==> src/rtl/aids_pkg.sv <==
package aids_pkg;

   localparam int OP_W     = 3;
   localparam int POS_W    = 5;
   localparam int DATA_W   = 32;
   localparam int STAT_W   = 2;
   localparam int FOUND_W  = 4;
   localparam int COUNT_W  = 5;
   localparam int UPC_W    = 5;

   localparam logic [OP_W-1:0] OP_CLEAR  = 3'd0;
   localparam logic [OP_W-1:0] OP_INSERT = 3'd1;
   localparam logic [OP_W-1:0] OP_DELETE = 3'd2;
   localparam logic [OP_W-1:0] OP_SEARCH = 3'd3;
   localparam logic [OP_W-1:0] OP_READ   = 3'd4;

   localparam logic [STAT_W-1:0] ST_OK       = 2'd0;
   localparam logic [STAT_W-1:0] ST_FULL     = 2'd1;
   localparam logic [STAT_W-1:0] ST_BADPOS   = 2'd2;
   localparam logic [STAT_W-1:0] ST_NOTFOUND = 2'd3;

   // index register operations
   localparam logic [2:0] IDX_HOLD = 3'd0;
   localparam logic [2:0] IDX_CNT  = 3'd1;
   localparam logic [2:0] IDX_POS  = 3'd2;
   localparam logic [2:0] IDX_ZERO = 3'd3;
   localparam logic [2:0] IDX_INC  = 3'd4;
   localparam logic [2:0] IDX_DEC  = 3'd5;

   // read address select
   localparam logic [1:0] RA_IDX = 2'd0;
   localparam logic [1:0] RA_DEC = 2'd1;
   localparam logic [1:0] RA_INC = 2'd2;

   // write data select
   localparam logic WD_RDATA = 1'b0;
   localparam logic WD_VALUE = 1'b1;

   // count operations
   localparam logic [1:0] CNT_HOLD = 2'd0;
   localparam logic [1:0] CNT_CLR  = 2'd1;
   localparam logic [1:0] CNT_INC  = 2'd2;
   localparam logic [1:0] CNT_DEC  = 2'd3;

   // jump conditions
   localparam logic [2:0] CND_NEXT       = 3'd0;
   localparam logic [2:0] CND_ALWAYS     = 3'd1;
   localparam logic [2:0] CND_IDX_EQ_POS = 3'd2;
   localparam logic [2:0] CND_LAST       = 3'd3;
   localparam logic [2:0] CND_IDX_EQ_CNT = 3'd4;
   localparam logic [2:0] CND_HIT        = 3'd5;

   // microprogram addresses
   localparam logic [UPC_W-1:0] U_CLR       = 5'd0;
   localparam logic [UPC_W-1:0] U_NOP       = 5'd1;
   localparam logic [UPC_W-1:0] U_FULL      = 5'd2;
   localparam logic [UPC_W-1:0] U_BAD       = 5'd3;
   localparam logic [UPC_W-1:0] U_INS_INIT  = 5'd4;
   localparam logic [UPC_W-1:0] U_INS_LOOP  = 5'd5;
   localparam logic [UPC_W-1:0] U_INS_MOVE  = 5'd6;
   localparam logic [UPC_W-1:0] U_INS_PUT   = 5'd7;
   localparam logic [UPC_W-1:0] U_DEL_INIT  = 5'd8;
   localparam logic [UPC_W-1:0] U_DEL_LOOP  = 5'd9;
   localparam logic [UPC_W-1:0] U_DEL_MOVE  = 5'd10;
   localparam logic [UPC_W-1:0] U_DEL_END   = 5'd11;
   localparam logic [UPC_W-1:0] U_SRCH_INIT = 5'd12;
   localparam logic [UPC_W-1:0] U_SRCH_LOOP = 5'd13;
   localparam logic [UPC_W-1:0] U_SRCH_TEST = 5'd14;
   localparam logic [UPC_W-1:0] U_SRCH_INC  = 5'd15;
   localparam logic [UPC_W-1:0] U_SRCH_MISS = 5'd16;
   localparam logic [UPC_W-1:0] U_SRCH_HIT  = 5'd17;
   localparam logic [UPC_W-1:0] U_RD_INIT   = 5'd18;
   localparam logic [UPC_W-1:0] U_RD_ADDR   = 5'd19;
   localparam logic [UPC_W-1:0] U_RD_OUT    = 5'd20;

   typedef struct packed {
      logic [2:0]        idx_op;
      logic              rd_en;
      logic [1:0]        ra_sel;
      logic              wr_en;
      logic              wd_sel;
      logic [1:0]        cnt_op;
      logic [2:0]        cond;
      logic [UPC_W-1:0]  target;
      logic              fin;
      logic [STAT_W-1:0] rsp_status;
      logic              rsp_found;
      logic              rsp_read;
   } ctrl_type;

   typedef struct packed {
      logic full;
      logic ins_bad;
      logic pos_bad;
      logic idx_eq_pos;
      logic idx_last;
      logic idx_eq_cnt;
      logic hit;
   } flags_type;

   function automatic ctrl_type mk(
      input logic [2:0]        idx_op,
      input logic              rd_en,
      input logic [1:0]        ra_sel,
      input logic              wr_en,
      input logic              wd_sel,
      input logic [1:0]        cnt_op,
      input logic [2:0]        cond,
      input logic [UPC_W-1:0]  target,
      input logic              fin,
      input logic [STAT_W-1:0] rsp_status,
      input logic              rsp_found,
      input logic              rsp_read
   );
      ctrl_type c;
      c.idx_op     = idx_op;
      c.rd_en      = rd_en;
      c.ra_sel     = ra_sel;
      c.wr_en      = wr_en;
      c.wd_sel     = wd_sel;
      c.cnt_op     = cnt_op;
      c.cond       = cond;
      c.target     = target;
      c.fin        = fin;
      c.rsp_status = rsp_status;
      c.rsp_found  = rsp_found;
      c.rsp_read   = rsp_read;
      return c;
   endfunction

   // control store: one word per step
   function automatic ctrl_type ucode_rom(input logic [UPC_W-1:0] upc);
      ctrl_type c;
      case (upc)
         U_CLR: c = mk(IDX_HOLD, 1'b0, RA_IDX, 1'b0, WD_RDATA, CNT_CLR, CND_NEXT,
                       U_CLR, 1'b1, ST_OK, 1'b0, 1'b0);
         U_NOP: c = mk(IDX_HOLD, 1'b0, RA_IDX, 1'b0, WD_RDATA, CNT_HOLD, CND_NEXT,
                       U_CLR, 1'b1, ST_OK, 1'b0, 1'b0);
         U_FULL: c = mk(IDX_HOLD, 1'b0, RA_IDX, 1'b0, WD_RDATA, CNT_HOLD, CND_NEXT,
                        U_CLR, 1'b1, ST_FULL, 1'b0, 1'b0);
         U_BAD: c = mk(IDX_HOLD, 1'b0, RA_IDX, 1'b0, WD_RDATA, CNT_HOLD, CND_NEXT,
                       U_CLR, 1'b1, ST_BADPOS, 1'b0, 1'b0);
         U_INS_INIT: c = mk(IDX_CNT, 1'b0, RA_IDX, 1'b0, WD_RDATA, CNT_HOLD, CND_NEXT,
                            U_CLR, 1'b0, ST_OK, 1'b0, 1'b0);
         U_INS_LOOP: c = mk(IDX_HOLD, 1'b1, RA_DEC, 1'b0, WD_RDATA, CNT_HOLD,
                            CND_IDX_EQ_POS, U_INS_PUT, 1'b0, ST_OK, 1'b0, 1'b0);
         U_INS_MOVE: c = mk(IDX_DEC, 1'b0, RA_IDX, 1'b1, WD_RDATA, CNT_HOLD, CND_ALWAYS,
                            U_INS_LOOP, 1'b0, ST_OK, 1'b0, 1'b0);
         U_INS_PUT: c = mk(IDX_HOLD, 1'b0, RA_IDX, 1'b1, WD_VALUE, CNT_INC, CND_NEXT,
                           U_CLR, 1'b1, ST_OK, 1'b0, 1'b0);
         U_DEL_INIT: c = mk(IDX_POS, 1'b0, RA_IDX, 1'b0, WD_RDATA, CNT_HOLD, CND_NEXT,
                            U_CLR, 1'b0, ST_OK, 1'b0, 1'b0);
         U_DEL_LOOP: c = mk(IDX_HOLD, 1'b1, RA_INC, 1'b0, WD_RDATA, CNT_HOLD, CND_LAST,
                            U_DEL_END, 1'b0, ST_OK, 1'b0, 1'b0);
         U_DEL_MOVE: c = mk(IDX_INC, 1'b0, RA_IDX, 1'b1, WD_RDATA, CNT_HOLD, CND_ALWAYS,
                            U_DEL_LOOP, 1'b0, ST_OK, 1'b0, 1'b0);
         U_DEL_END: c = mk(IDX_HOLD, 1'b0, RA_IDX, 1'b0, WD_RDATA, CNT_DEC, CND_NEXT,
                           U_CLR, 1'b1, ST_OK, 1'b0, 1'b0);
         U_SRCH_INIT: c = mk(IDX_ZERO, 1'b0, RA_IDX, 1'b0, WD_RDATA, CNT_HOLD, CND_NEXT,
                             U_CLR, 1'b0, ST_OK, 1'b0, 1'b0);
         U_SRCH_LOOP: c = mk(IDX_HOLD, 1'b1, RA_IDX, 1'b0, WD_RDATA, CNT_HOLD,
                             CND_IDX_EQ_CNT, U_SRCH_MISS, 1'b0, ST_OK, 1'b0, 1'b0);
         U_SRCH_TEST: c = mk(IDX_HOLD, 1'b0, RA_IDX, 1'b0, WD_RDATA, CNT_HOLD, CND_HIT,
                             U_SRCH_HIT, 1'b0, ST_OK, 1'b0, 1'b0);
         U_SRCH_INC: c = mk(IDX_INC, 1'b0, RA_IDX, 1'b0, WD_RDATA, CNT_HOLD, CND_ALWAYS,
                            U_SRCH_LOOP, 1'b0, ST_OK, 1'b0, 1'b0);
         U_SRCH_MISS: c = mk(IDX_HOLD, 1'b0, RA_IDX, 1'b0, WD_RDATA, CNT_HOLD, CND_NEXT,
                             U_CLR, 1'b1, ST_NOTFOUND, 1'b0, 1'b0);
         U_SRCH_HIT: c = mk(IDX_HOLD, 1'b0, RA_IDX, 1'b0, WD_RDATA, CNT_HOLD, CND_NEXT,
                            U_CLR, 1'b1, ST_OK, 1'b1, 1'b0);
         U_RD_INIT: c = mk(IDX_POS, 1'b0, RA_IDX, 1'b0, WD_RDATA, CNT_HOLD, CND_NEXT,
                           U_CLR, 1'b0, ST_OK, 1'b0, 1'b0);
         U_RD_ADDR: c = mk(IDX_HOLD, 1'b1, RA_IDX, 1'b0, WD_RDATA, CNT_HOLD, CND_NEXT,
                           U_CLR, 1'b0, ST_OK, 1'b0, 1'b0);
         U_RD_OUT: c = mk(IDX_HOLD, 1'b0, RA_IDX, 1'b0, WD_RDATA, CNT_HOLD, CND_NEXT,
                          U_CLR, 1'b1, ST_OK, 1'b0, 1'b1);
         default: c = mk(IDX_HOLD, 1'b0, RA_IDX, 1'b0, WD_RDATA, CNT_HOLD, CND_NEXT,
                         U_CLR, 1'b1, ST_OK, 1'b0, 1'b0);
      endcase
      return c;
   endfunction

endpackage

==> src/rtl/aids_seq.sv <==
module aids_seq
   import aids_pkg::*;
(
   input  logic            clock,
   input  logic            reset,
   input  logic            start,
   input  logic [OP_W-1:0] opcode,
   input  flags_type       flags,
   output logic            busy,
   output ctrl_type        ctrl
);

   logic             busy_ff, busy_in;
   logic [UPC_W-1:0] upc_ff, upc_in;
   logic [UPC_W-1:0] entry;
   ctrl_type         word;
   logic             take;

   // dispatch: pick the routine and apply the argument checks
   always_comb begin
      case (opcode)
         OP_CLEAR:  entry = U_CLR;
         OP_INSERT: entry = flags.full ? U_FULL : (flags.ins_bad ? U_BAD : U_INS_INIT);
         OP_DELETE: entry = flags.pos_bad ? U_BAD : U_DEL_INIT;
         OP_SEARCH: entry = U_SRCH_INIT;
         OP_READ:   entry = flags.pos_bad ? U_BAD : U_RD_INIT;
         default:   entry = U_NOP;
      endcase
   end

   assign word = ucode_rom(upc_ff);

   always_comb begin
      case (word.cond)
         CND_NEXT:       take = 1'b0;
         CND_ALWAYS:     take = 1'b1;
         CND_IDX_EQ_POS: take = flags.idx_eq_pos;
         CND_LAST:       take = flags.idx_last;
         CND_IDX_EQ_CNT: take = flags.idx_eq_cnt;
         CND_HIT:        take = flags.hit;
         default:        take = 1'b0;
      endcase
   end

   always_comb begin
      busy_in = busy_ff;
      upc_in  = upc_ff;
      if (!busy_ff) begin
         if (start) begin
            busy_in = 1'b1;
            upc_in  = entry;
         end
      end else if (word.fin) begin
         busy_in = 1'b0;
      end else begin
         upc_in = take ? word.target : upc_ff + UPC_W'(1);
      end
   end

   always_ff @(posedge clock) begin
      if (reset) begin
         busy_ff <= 1'b0;
         upc_ff  <= U_CLR;
      end else begin
         busy_ff <= busy_in;
         upc_ff  <= upc_in;
      end
   end

   assign busy = busy_ff;
   assign ctrl = busy_ff ? word : '0;

   a_start_busy: assert property (@(posedge clock) disable iff (reset)
      (start && !busy_ff) |=> busy_ff)
      else $error("accepted beat did not start the sequencer");

   a_fin_idle: assert property (@(posedge clock) disable iff (reset)
      (busy_ff && word.fin) |=> !busy_ff)
      else $error("sequencer still busy after final step");

endmodule

==> src/rtl/aids_dpath.sv <==
module aids_dpath
   import aids_pkg::*;
#(
   parameter int CAPACITY = 16
)(
   input  logic                     clock,
   input  logic                     reset,
   input  logic                     load,
   input  logic [POS_W-1:0]         req_position,
   input  logic signed [DATA_W-1:0] req_value,
   input  logic signed [DATA_W-1:0] req_key,
   input  ctrl_type                 ctrl,
   output flags_type                flags,
   output logic                     rsp_strobe,
   output logic [STAT_W-1:0]        rsp_status,
   output logic [FOUND_W-1:0]       rsp_found_index,
   output logic signed [DATA_W-1:0] rsp_read_value,
   output logic [COUNT_W-1:0]       rsp_count
);

   localparam int CNT_W = $clog2(CAPACITY + 1);
   localparam int IDX_W = $clog2(CAPACITY);
   localparam int CMP_W = (CNT_W > POS_W) ? CNT_W : POS_W;

   logic signed [DATA_W-1:0] mem [CAPACITY];

   logic [CNT_W-1:0]         cnt_ff, cnt_in;
   logic [CNT_W-1:0]         idx_ff, idx_in;
   logic [POS_W-1:0]         pos_ff;
   logic signed [DATA_W-1:0] value_ff;
   logic signed [DATA_W-1:0] key_ff;
   logic signed [DATA_W-1:0] rdata_ff;
   logic [CNT_W-1:0]         raddr;
   logic signed [DATA_W-1:0] wdata;
   logic [CMP_W-1:0]         pos_ext, req_pos_ext, cnt_ext, idx_ext;
   logic [CNT_W:0]           idx_plus;

   logic                     strobe_ff;
   logic [STAT_W-1:0]        status_ff;
   logic [FOUND_W-1:0]       found_ff;
   logic signed [DATA_W-1:0] read_ff;
   logic [COUNT_W-1:0]       count_ff;
   logic [CMP_W-1:0]         idx_out_ext, cnt_out_ext;

   assign pos_ext     = CMP_W'(pos_ff);
   assign req_pos_ext = CMP_W'(req_position);
   assign cnt_ext     = CMP_W'(cnt_ff);
   assign idx_ext     = CMP_W'(idx_ff);
   assign idx_plus    = {1'b0, idx_ff} + (CNT_W + 1)'(1);

   always_comb begin
      flags.full       = (cnt_ff >= CNT_W'(CAPACITY));
      flags.ins_bad    = (req_pos_ext > cnt_ext);
      flags.pos_bad    = (req_pos_ext >= cnt_ext);
      flags.idx_eq_pos = (idx_ext == pos_ext);
      flags.idx_last   = (idx_plus >= {1'b0, cnt_ff});
      flags.idx_eq_cnt = (idx_ff == cnt_ff);
      flags.hit        = (rdata_ff == key_ff);
   end

   always_comb begin
      case (ctrl.idx_op)
         IDX_CNT:  idx_in = cnt_ff;
         IDX_POS:  idx_in = pos_ext[CNT_W-1:0];
         IDX_ZERO: idx_in = '0;
         IDX_INC:  idx_in = idx_ff + CNT_W'(1);
         IDX_DEC:  idx_in = idx_ff - CNT_W'(1);
         default:  idx_in = idx_ff;
      endcase
   end

   always_comb begin
      case (ctrl.cnt_op)
         CNT_CLR: cnt_in = '0;
         CNT_INC: cnt_in = cnt_ff + CNT_W'(1);
         CNT_DEC: cnt_in = cnt_ff - CNT_W'(1);
         default: cnt_in = cnt_ff;
      endcase
   end

   always_comb begin
      case (ctrl.ra_sel)
         RA_DEC:  raddr = idx_ff - CNT_W'(1);
         RA_INC:  raddr = idx_ff + CNT_W'(1);
         default: raddr = idx_ff;
      endcase
   end

   assign wdata = (ctrl.wd_sel == WD_VALUE) ? value_ff : rdata_ff;

   // entry store: one write and one registered read per cycle
   always_ff @(posedge clock) begin
      if (ctrl.wr_en) begin
         mem[idx_ff[IDX_W-1:0]] <= wdata;
      end
      if (ctrl.rd_en) begin
         rdata_ff <= mem[raddr[IDX_W-1:0]];
      end
   end

   always_ff @(posedge clock) begin
      if (load) begin
         pos_ff   <= req_position;
         value_ff <= req_value;
         key_ff   <= req_key;
      end
      idx_ff <= idx_in;
   end

   assign idx_out_ext = CMP_W'(idx_ff);
   assign cnt_out_ext = CMP_W'(cnt_in);

   always_ff @(posedge clock) begin
      if (ctrl.fin) begin
         status_ff <= ctrl.rsp_status;
         found_ff  <= ctrl.rsp_found ? idx_out_ext[FOUND_W-1:0] : '0;
         read_ff   <= ctrl.rsp_read ? rdata_ff : '0;
         count_ff  <= cnt_out_ext[COUNT_W-1:0];
      end
   end

   always_ff @(posedge clock) begin
      if (reset) begin
         cnt_ff    <= '0;
         strobe_ff <= 1'b0;
      end else begin
         cnt_ff    <= cnt_in;
         strobe_ff <= ctrl.fin;
      end
   end

   assign rsp_strobe      = strobe_ff;
   assign rsp_status      = status_ff;
   assign rsp_found_index = found_ff;
   assign rsp_read_value  = read_ff;
   assign rsp_count       = count_ff;

   a_cnt_range: assert property (@(posedge clock) disable iff (reset)
      cnt_ff <= CNT_W'(CAPACITY))
      else $error("entry count above capacity");

   a_full_only_when_full: assert property (@(posedge clock) disable iff (reset)
      (ctrl.fin && ctrl.rsp_status == ST_FULL) |-> (cnt_ff == CNT_W'(CAPACITY)))
      else $error("full status with room left");

   a_write_in_range: assert property (@(posedge clock) disable iff (reset)
      ctrl.wr_en |-> (idx_ff < cnt_ff || (idx_ff == cnt_ff && cnt_ff < CNT_W'(CAPACITY))))
      else $error("write outside the filled region");

endmodule

==> src/rtl/array_insert_delete_search_top.sv <==
// positional array store: clear, insert, delete, linear search and read
// command side: drive req_opcode, req_position, req_value and req_key with start
// high; the beat is taken at a clock edge where start is high and busy is low.
// busy stays high until the operation finishes.
// result side: one beat per command, shown for one cycle with rsp_strobe high,
// carrying status, found index, read value and the count after the command.
// the receiver cannot stall; it must take the beat in that cycle.
// steps from the accepting edge to the strobe: clear, unused opcodes and
// rejected commands finish in their only step; insert and delete shift each
// entry with a read step and then a write step; search reads, tests and
// advances per entry; read loads the position, reads the entry and returns it.
// the entry store read is registered, so each shift reads an entry into a
// register and then writes it back one place over.
// a new command may be started in the cycle the strobe is high.
// reset empties the store (count zero) and drops busy; entry contents are not
// cleared and never reach a reply until written.
module array_insert_delete_search_top
   import aids_pkg::*;
#(
   parameter int CAPACITY = 16
)(
   input  logic                      clock,
   input  logic                      reset,
   input  logic                      start,
   output logic                      busy,
   input  logic [OP_W-1:0]           req_opcode,
   input  logic [POS_W-1:0]          req_position,
   input  logic signed [DATA_W-1:0]  req_value,
   input  logic signed [DATA_W-1:0]  req_key,
   output logic                      rsp_strobe,
   output logic [STAT_W-1:0]         rsp_status,
   output logic [FOUND_W-1:0]        rsp_found_index,
   output logic signed [DATA_W-1:0]  rsp_read_value,
   output logic [COUNT_W-1:0]        rsp_count
);

   ctrl_type  ctrl;
   flags_type flags;
   logic      load;

   assign load = start && !busy;

   aids_seq u_seq (
      .clock  (clock),
      .reset  (reset),
      .start  (start),
      .opcode (req_opcode),
      .flags  (flags),
      .busy   (busy),
      .ctrl   (ctrl)
   );

   aids_dpath #(
      .CAPACITY (CAPACITY)
   ) u_dpath (
      .clock           (clock),
      .reset           (reset),
      .load            (load),
      .req_position    (req_position),
      .req_value       (req_value),
      .req_key         (req_key),
      .ctrl            (ctrl),
      .flags           (flags),
      .rsp_strobe      (rsp_strobe),
      .rsp_status      (rsp_status),
      .rsp_found_index (rsp_found_index),
      .rsp_read_value  (rsp_read_value),
      .rsp_count       (rsp_count)
   );

   a_strobe_idle: assert property (@(posedge clock) disable iff (reset)
      rsp_strobe |-> !busy)
      else $error("result beat while command still running");

endmodule

==> config.mk <==
export PLATFORM = sky130hd
export DESIGN_NAME = array_insert_delete_search_top
export DESIGN_NICKNAME = d
export VERILOG_FILES = /design/src/rtl/aids_pkg.sv /design/src/rtl/aids_seq.sv /design/src/rtl/aids_dpath.sv /design/src/rtl/array_insert_delete_search_top.sv
export SDC_FILE = /design/constraint.sdc
export NUM_CORES = 1
export LEC_CHECK = 0
export BUFFER_PORTS_ARGS = -buffer_cell sky130_fd_sc_hd__buf_2
export CAP_MARGIN = 15
export CORE_MARGIN = 1.5
export CORE_UTILIZATION = 50
export DETAILED_ROUTE_END_ITERATION = 8
export GPL_TIMING_DRIVEN = 0
export PLACE_DENSITY = 0.67
export SETUP_SLACK_MARGIN = 0.4
export SLEW_MARGIN = 20
export SYNTH_ARGS = -nofsm -noshare
export SYNTH_HDL_FRONTEND = slang
export SYNTH_SLANG_ARGS = --single-unit
export TNS_END_PERCENT = 10
==> constraint.sdc <==
create_clock -name clock -period 4.9 [get_ports clock]
set_clock_uncertainty 0.05 [all_clocks]
set_input_delay 0 -clock clock [delete_from_list [all_inputs] [get_ports clock]]
set_output_delay 0 -clock clock [all_outputs]
set_load 0.005 [all_outputs]
### Word-level counts from Yosys, hierarchy flattened

Memory sizes are Yosys's and may differ from the RTL's. A register that Yosys moved wholly into a read port is not among the register bits.
Index checks and enable logic that the tools add are counted.

* word-level logic and storage cells: 75
* input bits: 75
* output and inout bits: 45
* bits in writable memories: 512
* bits in read-only memories: 736
* memories: 2
* bits in registers: 129

Memories
* (name not given): depth 32, bits a word 23, read ports 1, clocked after memory_dff 1, wr ports 0, line aids_pkg.sv:134 `case (upc)`
* u_dpath.mem: depth 16, bits a word 32, read ports 1, clocked after memory_dff 1, wr ports 1, line aids_dpath.sv:25 `logic signed [DATA_W-1:0] mem [CAPACITY];`

* multiplexer cells: 22
* reductions and logical operators: 6
* add/sub/neg operators: 6
* equal/unequal tests: 23
* magnitude comparators: 4

Operator list (count)
* one-hot mux 5 bit (5 select lines): 2
* two-way mux 5 bit: 8
* equality test 32 bit: 1
* two-way mux 32 bit: 1
* two-way mux 23 bit: 1
* equality test 3 x 2 -> 1 bit (second input constant): 6
* adder 5 x 1 -> 5 bit (second input constant): 3
* equality test 3 bit (second input constant): 5
* one-hot mux 5 bit (3 select lines): 1
* equality test 5 bit: 2
* subtractor 5 x 1 -> 5 bit (second input constant): 2
* equality test 3 x 1 -> 1 bit (second input constant): 3
* one-hot mux 4 bit (2 select lines): 1
* adder 5 x 1 -> 6 bit (second input constant): 1
* equality test 2 bit (second input constant): 3
* >= comparator 6 x 5 -> 1 bit: 1
* >= comparator 5 bit: 1
* >= comparator 5 bit (second input constant): 1
* greater-than comparator 5 bit: 1
* two-way mux 1 bit: 5
* one-hot mux 1 bit (5 select lines): 1
* nonzero test 5 bit: 1
* equality test 2 x 1 -> 1 bit (second input constant): 2
* two-way mux 4 bit: 1
* other kinds (7): 7

### Logic depth before layout (Yosys ltp)

* word-level depth: 8
* depth in mapped cells: 18
* gate-level depth less buffers: 17

### Modules after synthesis

Synthesis repeated with hierarchy kept, for this count alone.

* cells, all modules: 1463
* area total of the unflattened synthesis: 28138.2 um2

By module, submodules not included
* aids_dpath: times used 1, cells each 1270, sequential area each 19969.2 um2, area an instance 26439.1 um2
* aids_seq: times used 1, cells each 192, sequential area each 540.5 um2, area an instance 1685.4 um2
* array_insert_delete_search_top: times used 1, cells each 1, sequential area each 0.0 um2, area an instance 13.8 um2

### Worst setup path before layout

No wires, ideal clock.

* path kind: flip-flop to flip-flop
* start point: register u_seq.busy_ff (netlist: u_seq.busy)
* end point: register u_dpath.rdata_ff[10] (read register of u_dpath.mem) (data pin)
* setup slack: 0.800 ns
* library setup time: 0.274 ns
* stages on the path, launching flop included: 14
* clock period less this slack: 4.100 ns
* required time: 4.576 ns
* buffers on the path: 6
* data arrival time: 3.776 ns
* path through: dfxtp_1 > clkbuf_1 > clkbuf_1 > clkbuf_1 > nand2_1 > ha_1 > clkbuf_1 > nor3_1 > a21oi_1 > buf_1 > buf_1 > mux4_2 > a211oi_1 > a31oi_1

* cells in the longest elaborated chain, start to end: 3
* elaborated cells on any way between the ends: 4
* classes of those cells: 2 x eq/ne; 2 x mux

Ends and longest elaborated chain
* start: declaration: line aids_seq.sv:13 `logic busy_ff, busy_in;`
* start signal: assignment: line aids_seq.sv:65 `busy_ff <= busy_in;`
* two-way mux 23 bit *: line aids_seq.sv:71 `assign ctrl = busy_ff ? word : '0;`
* equality test 2 bit or equality test 2 x 1 -> 1 bit (tied branches): line aids_dpath.sv:82 `case (ctrl.ra_sel)`
* one-hot mux 4 bit (2 select lines): line aids_dpath.sv:82
* end: declaration: line aids_dpath.sv:32 `logic signed [DATA_W-1:0] rdata_ff;`

Mark *: on every way between the ends. The rest lies on a longest branch, timed or not.
A chain may end at the register's enable or synchronous reset.

### Worst setup path after layout

* start point: register u_dpath.idx_ff[0] (netlist: u_dpath.idx_ext[0])
* end point: register, netlist name u_seq.word[5]

* cells in the longest elaborated chain, start to end: 8
* elaborated cells on any way between the ends: 10
* classes of those cells: 1 x add/sub; 1 x order compare; 2 x eq/ne; 6 x mux

Ends and longest elaborated chain
* start: declaration: line aids_dpath.sv:28 `logic [CNT_W-1:0] idx_ff, idx_in;`
* start signal: assignment: line aids_dpath.sv:107 `idx_ff <= idx_in;`
* adder 5 x 1 -> 6 bit: line aids_dpath.sv:49 `assign idx_plus = {1'b0, idx_ff} + (CNT_W + 1)'(1);`
* >= comparator 6 x 5 -> 1 bit: line aids_dpath.sv:56 `flags.idx_last = (idx_plus >= {1'b0, cnt_ff});`
* one-hot mux 1 bit (5 select lines) *: line aids_seq.sv:34 `case (word.cond)`
* two-way mux 5 bit *: line aids_seq.sv:56 `upc_in = take ? word.target : upc_ff + UPC_W'(1);`
* two-way mux 5 bit *: line aids_seq.sv:53 `end else if (word.fin) begin`
* two-way mux 5 bit *: line aids_seq.sv:48 `if (!busy_ff) begin`
* two-way mux 5 bit (no line) * (2 in a row)

Mark *: on every way between the ends. The rest lies on a longest branch, timed or not. The select of a mux whose other input is x is not followed.

==> results.py <==
metrics = {
    "worst_setup_path": {
        "r2r-start": "u_dpath.idx_ext[0]",
        "worstPathArrival_ps": 4800,
        "r2r_end": "u_seq.word[5]",
        "cp-start-kind": "flop",
        "critPathMaxFanout": 10,
        "crit_path_end_kind": "flop",
        "path_class": "flop to flop",
        "critPathLaunch": "u_dpath.idx_ext[0]",
        "r2r_slack_ps": 560,
        "cp.required_ps": 5360,
        "rr_worst_depth": 15,
    },
    "yosys": {
        "synthFlopType": "edfxtp_1",
        "syn-instance-count": 1494,
        "synth.cell_area_um2": 27700,
        "muxShareOfSynthArea": 0.121,
        "ys_seq_area_frac": 0.739,
        "async_flop_share": 0,
        "synth_compound_area_frac": 0.0385,
        "synth-xor-area-share": 0.0145,
        "yosys_warnings": 0,
        "yosys.area_share.adder": 0.0133,
        "ys_ff_latch": 694,
        "synth-simple-area-share": 0.0595,
        "synth_nets": 1597,
        "synth_cell_type_count": 72,
        "synth_edf_count": 661,
        "synth_top_family_by_area": "multiplexers",
        "avgSynthCellArea_um2": 18.6,
    },
    "grt": {
        "track_usage": 0.254,
        "grt-ovfl-total": 0,
        "grt_pass1_vias": 15520,
        "grt_pass1_wl_um": 102000,
        "antenna_found_initial": 2,
        "grt_max_degree": 53,
    },
    "hold_path": {
        "min_path_cells": 5,
        "hold_class": "input pin to flop",
        "hold_path_end": "u_seq.upc_ff[3]",
        "hold_start": "req_opcode[2]",
    },
    "timing": {
        "timing.final.ws_setup_ps": 564,
        "worstMarginPinSlew_ps": 1160,
        "rsz0062_at_grt": "true",
        "tns_ps": 0,
        "maxSlewHeadroom": 0.229,
        "fin_crit_ps": 4340,
        "slew_viol_final": 0,
        "timing.hold.ws_ps": 35.8,
        "report.final.hold_viol_count": 0,
        "setup_viol": 0,
        "finalCritPeriodShare": 0.885,
        "clock.fmax_mhz": 231,
    },
    "finish": {
        "layout.nets": 1873,
        "fin_util": 0.593,
        "final_layout_size_suffix_gt1_frac": 0.255,
        "diodes": 0,
        "fin_cells": 2571,
        "design_area_um2": 32600,
        "areaGrowthSynthToFinish_pct": 17.6,
    },
    "clock_network": {
        "htree_levels": 3,
        "cts_buffers": 72,
        "path_clk_slew_ps": 60,
        "clkLatencyLatePin_ps": 610,
        "cts_tree": "built",
        "cts_root_buffer": "clkbuf_16",
        "cts.path.max_buffers": 3,
        "cts_sinks": 694,
    },
    "status": {
        "status": "finished, final reports clean",
    },
    "floorplan": {
        "dieArea_um2": 56900,
        "die_w_um": 239,
        "io_pins": 120,
        "core-area_um2": 55000,
        "start_util": 0.505,
        "fp-row-count": 86,
        "die_h_um": 239,
    },
    "place": {
        "place_hpwl_um": 43300,
        "routabilityCongestion": 0.857,
        "dp_cells": 2372,
        "pre_cts_ws_ps": -1260,
        "dpl-instance-area_um2": 29600,
        "io_buffer_count": 118,
    },
    "job": {
        "cap_violations": 0,
    },
    "power_and_ir_drop": {
        "ir_drop_v": 0.000261,
        "power_leakage_nw": 11.1,
        "p_total_mw": 12.2,
        "power_density_nw_per_um2": 373,
    },
    "route": {
        "drtIter0Drc": 1538,
        "drc": 0,
        "postRouteWirelength_um": 70700,
        "avgRoutedWirePerCell_um": 27.5,
        "antenna_left": 0,
        "routed_via_density": 5.90,
        "vias": 15175,
        "drtPass1Iterations": 5,
    },
}
## sequential cells by signal, indices dropped and copies added (netlist names), 21 cells and up
name	cells
u_seq.word	21
u_dpath.rsp_read_value	32
u_dpath.key_ff	32
u_dpath.value_ff	32
u_dpath.rdata_ff	32
u_dpath.mem	512
## cells in the mapped netlist (11+ instances only)
cell type    n  area (um2)
a211oi_1    38         285
ha_1        27         338
and2_1      61         382
mux2_2      32         360
dfxtp_1     33         661
nand2_1     95         357
nand3_1     14        70.1
and3_1      41         257
nor2_1      27         101
clkbuf_1    51         191
mux4_2     128        2880
edfxtp_1   661       19800
inv_1       23        86.3
a21oi_1     11        55.1
xor2_1      37         324
o21ai_0     23         115
a31oi_1     43         269
## metal layers
metal	track usage	share of wire
met1	0.354	0.42
met2	0.410	0.48
met3	0.0479	0.074
met4	0.0796	0.030
met5	0	0
## worst max path at each step
stage,endpoint,slack (ps)
5_1_grt,u_seq.word[5],350
3_3_place_gp,u_dpath.rdata_ff[11],-1220
2_1_floorplan,u_dpath.rdata_ff[10],800
4_1_cts,u_seq.word[5],280
3_5_place_dp,u_dpath.rdata_ff[21],-1260
6_report,u_seq.word[5],560
## worst max-delay path: stages, from the launching register on
cell	delay, ps
edfxtp_1	440
buf_4	230
inv_1	90
ha_1	390
ha_1	310
a21o_1	180
a2111o_1	440
nand2_1	120
nand3_1	160
mux2i_1	200
o21ai_2	380
and2_4	240
inv_1	70
ha_2	330
or3b_1	410
a31oi_1	190
## cells in the final DEF, fill, tap and decap left out, drive strengths merged, types with 3 or more instances in the layout
cell | synthesis | layout
edfxtp | 661 | 661
buf | 23 | 157
clkbuf | 51 | 147
mux4 | 128 | 128
nand2 | 95 | 95
dlygate4sd3 | 0 | 70
and2 | 63 | 63
a31oi | 43 | 43
and3 | 41 | 41
a211oi | 38 | 38
xor2 | 37 | 37
dfxtp | 33 | 33
mux2 | 32 | 32
nor2 | 28 | 28
ha | 27 | 27
o21ai | 26 | 26
inv | 23 | 24
clkinv | 1 | 24
nand3 | 14 | 14
nor4 | 12 | 12
a21oi | 11 | 11
mux2i | 10 | 10
xnor2 | 9 | 9
nor2b | 9 | 9
nor3 | 9 | 9
nand2b | 8 | 8
a22oi | 7 | 7
nor3b | 6 | 6
a21o | 3 | 3
o21a | 3 | 3
a32oi | 3 | 3
o221ai | 3 | 3
## cells by family (layout without fill, tap and decap cells)
logic type               after synthesis  in the layout
buffers and inverters                 98            427
AND/OR/NAND/NOR                      302            302
XOR/XNOR                              46             46
adder cells (fa/ha/maj)               29             29
flip-flops                           694            694
AO/OA/AOI/OAI                        155            155
multiplexers                         170            170
## power breakdown
group / internal (mW) / switching, mW
combinational: 0.205 / 0.269
sequential: 6.51 / 0.0435
clock: 2.95 / 2.18
## repair_timing
| action | in CTS | in global routing |
|---|---|---|
| resized for setup | 56 | 25 |
| hold buffers | 70 | 0 |
| endpoints found under the hold margin | 75 | 0 |
| setup endpoints to repair | 51 | 49 |
| pin swaps | 0 | 1 |
| setup buffers | 0 | 2 |
## cell type report
cell class                      instances  area [um2]
Buffer                                 74         400
Clock buffer                           99        2000
Clock inverter                         28         195
Fill cell                            4047       22400
Inverter                               24        92.6
Multi-Input combinational cell        702        6930
Sequential cell                       694       20500
Tap cell                              748         936
Timing Repair Buffer                  202        1550
Power figures use the tool's default switching activity.
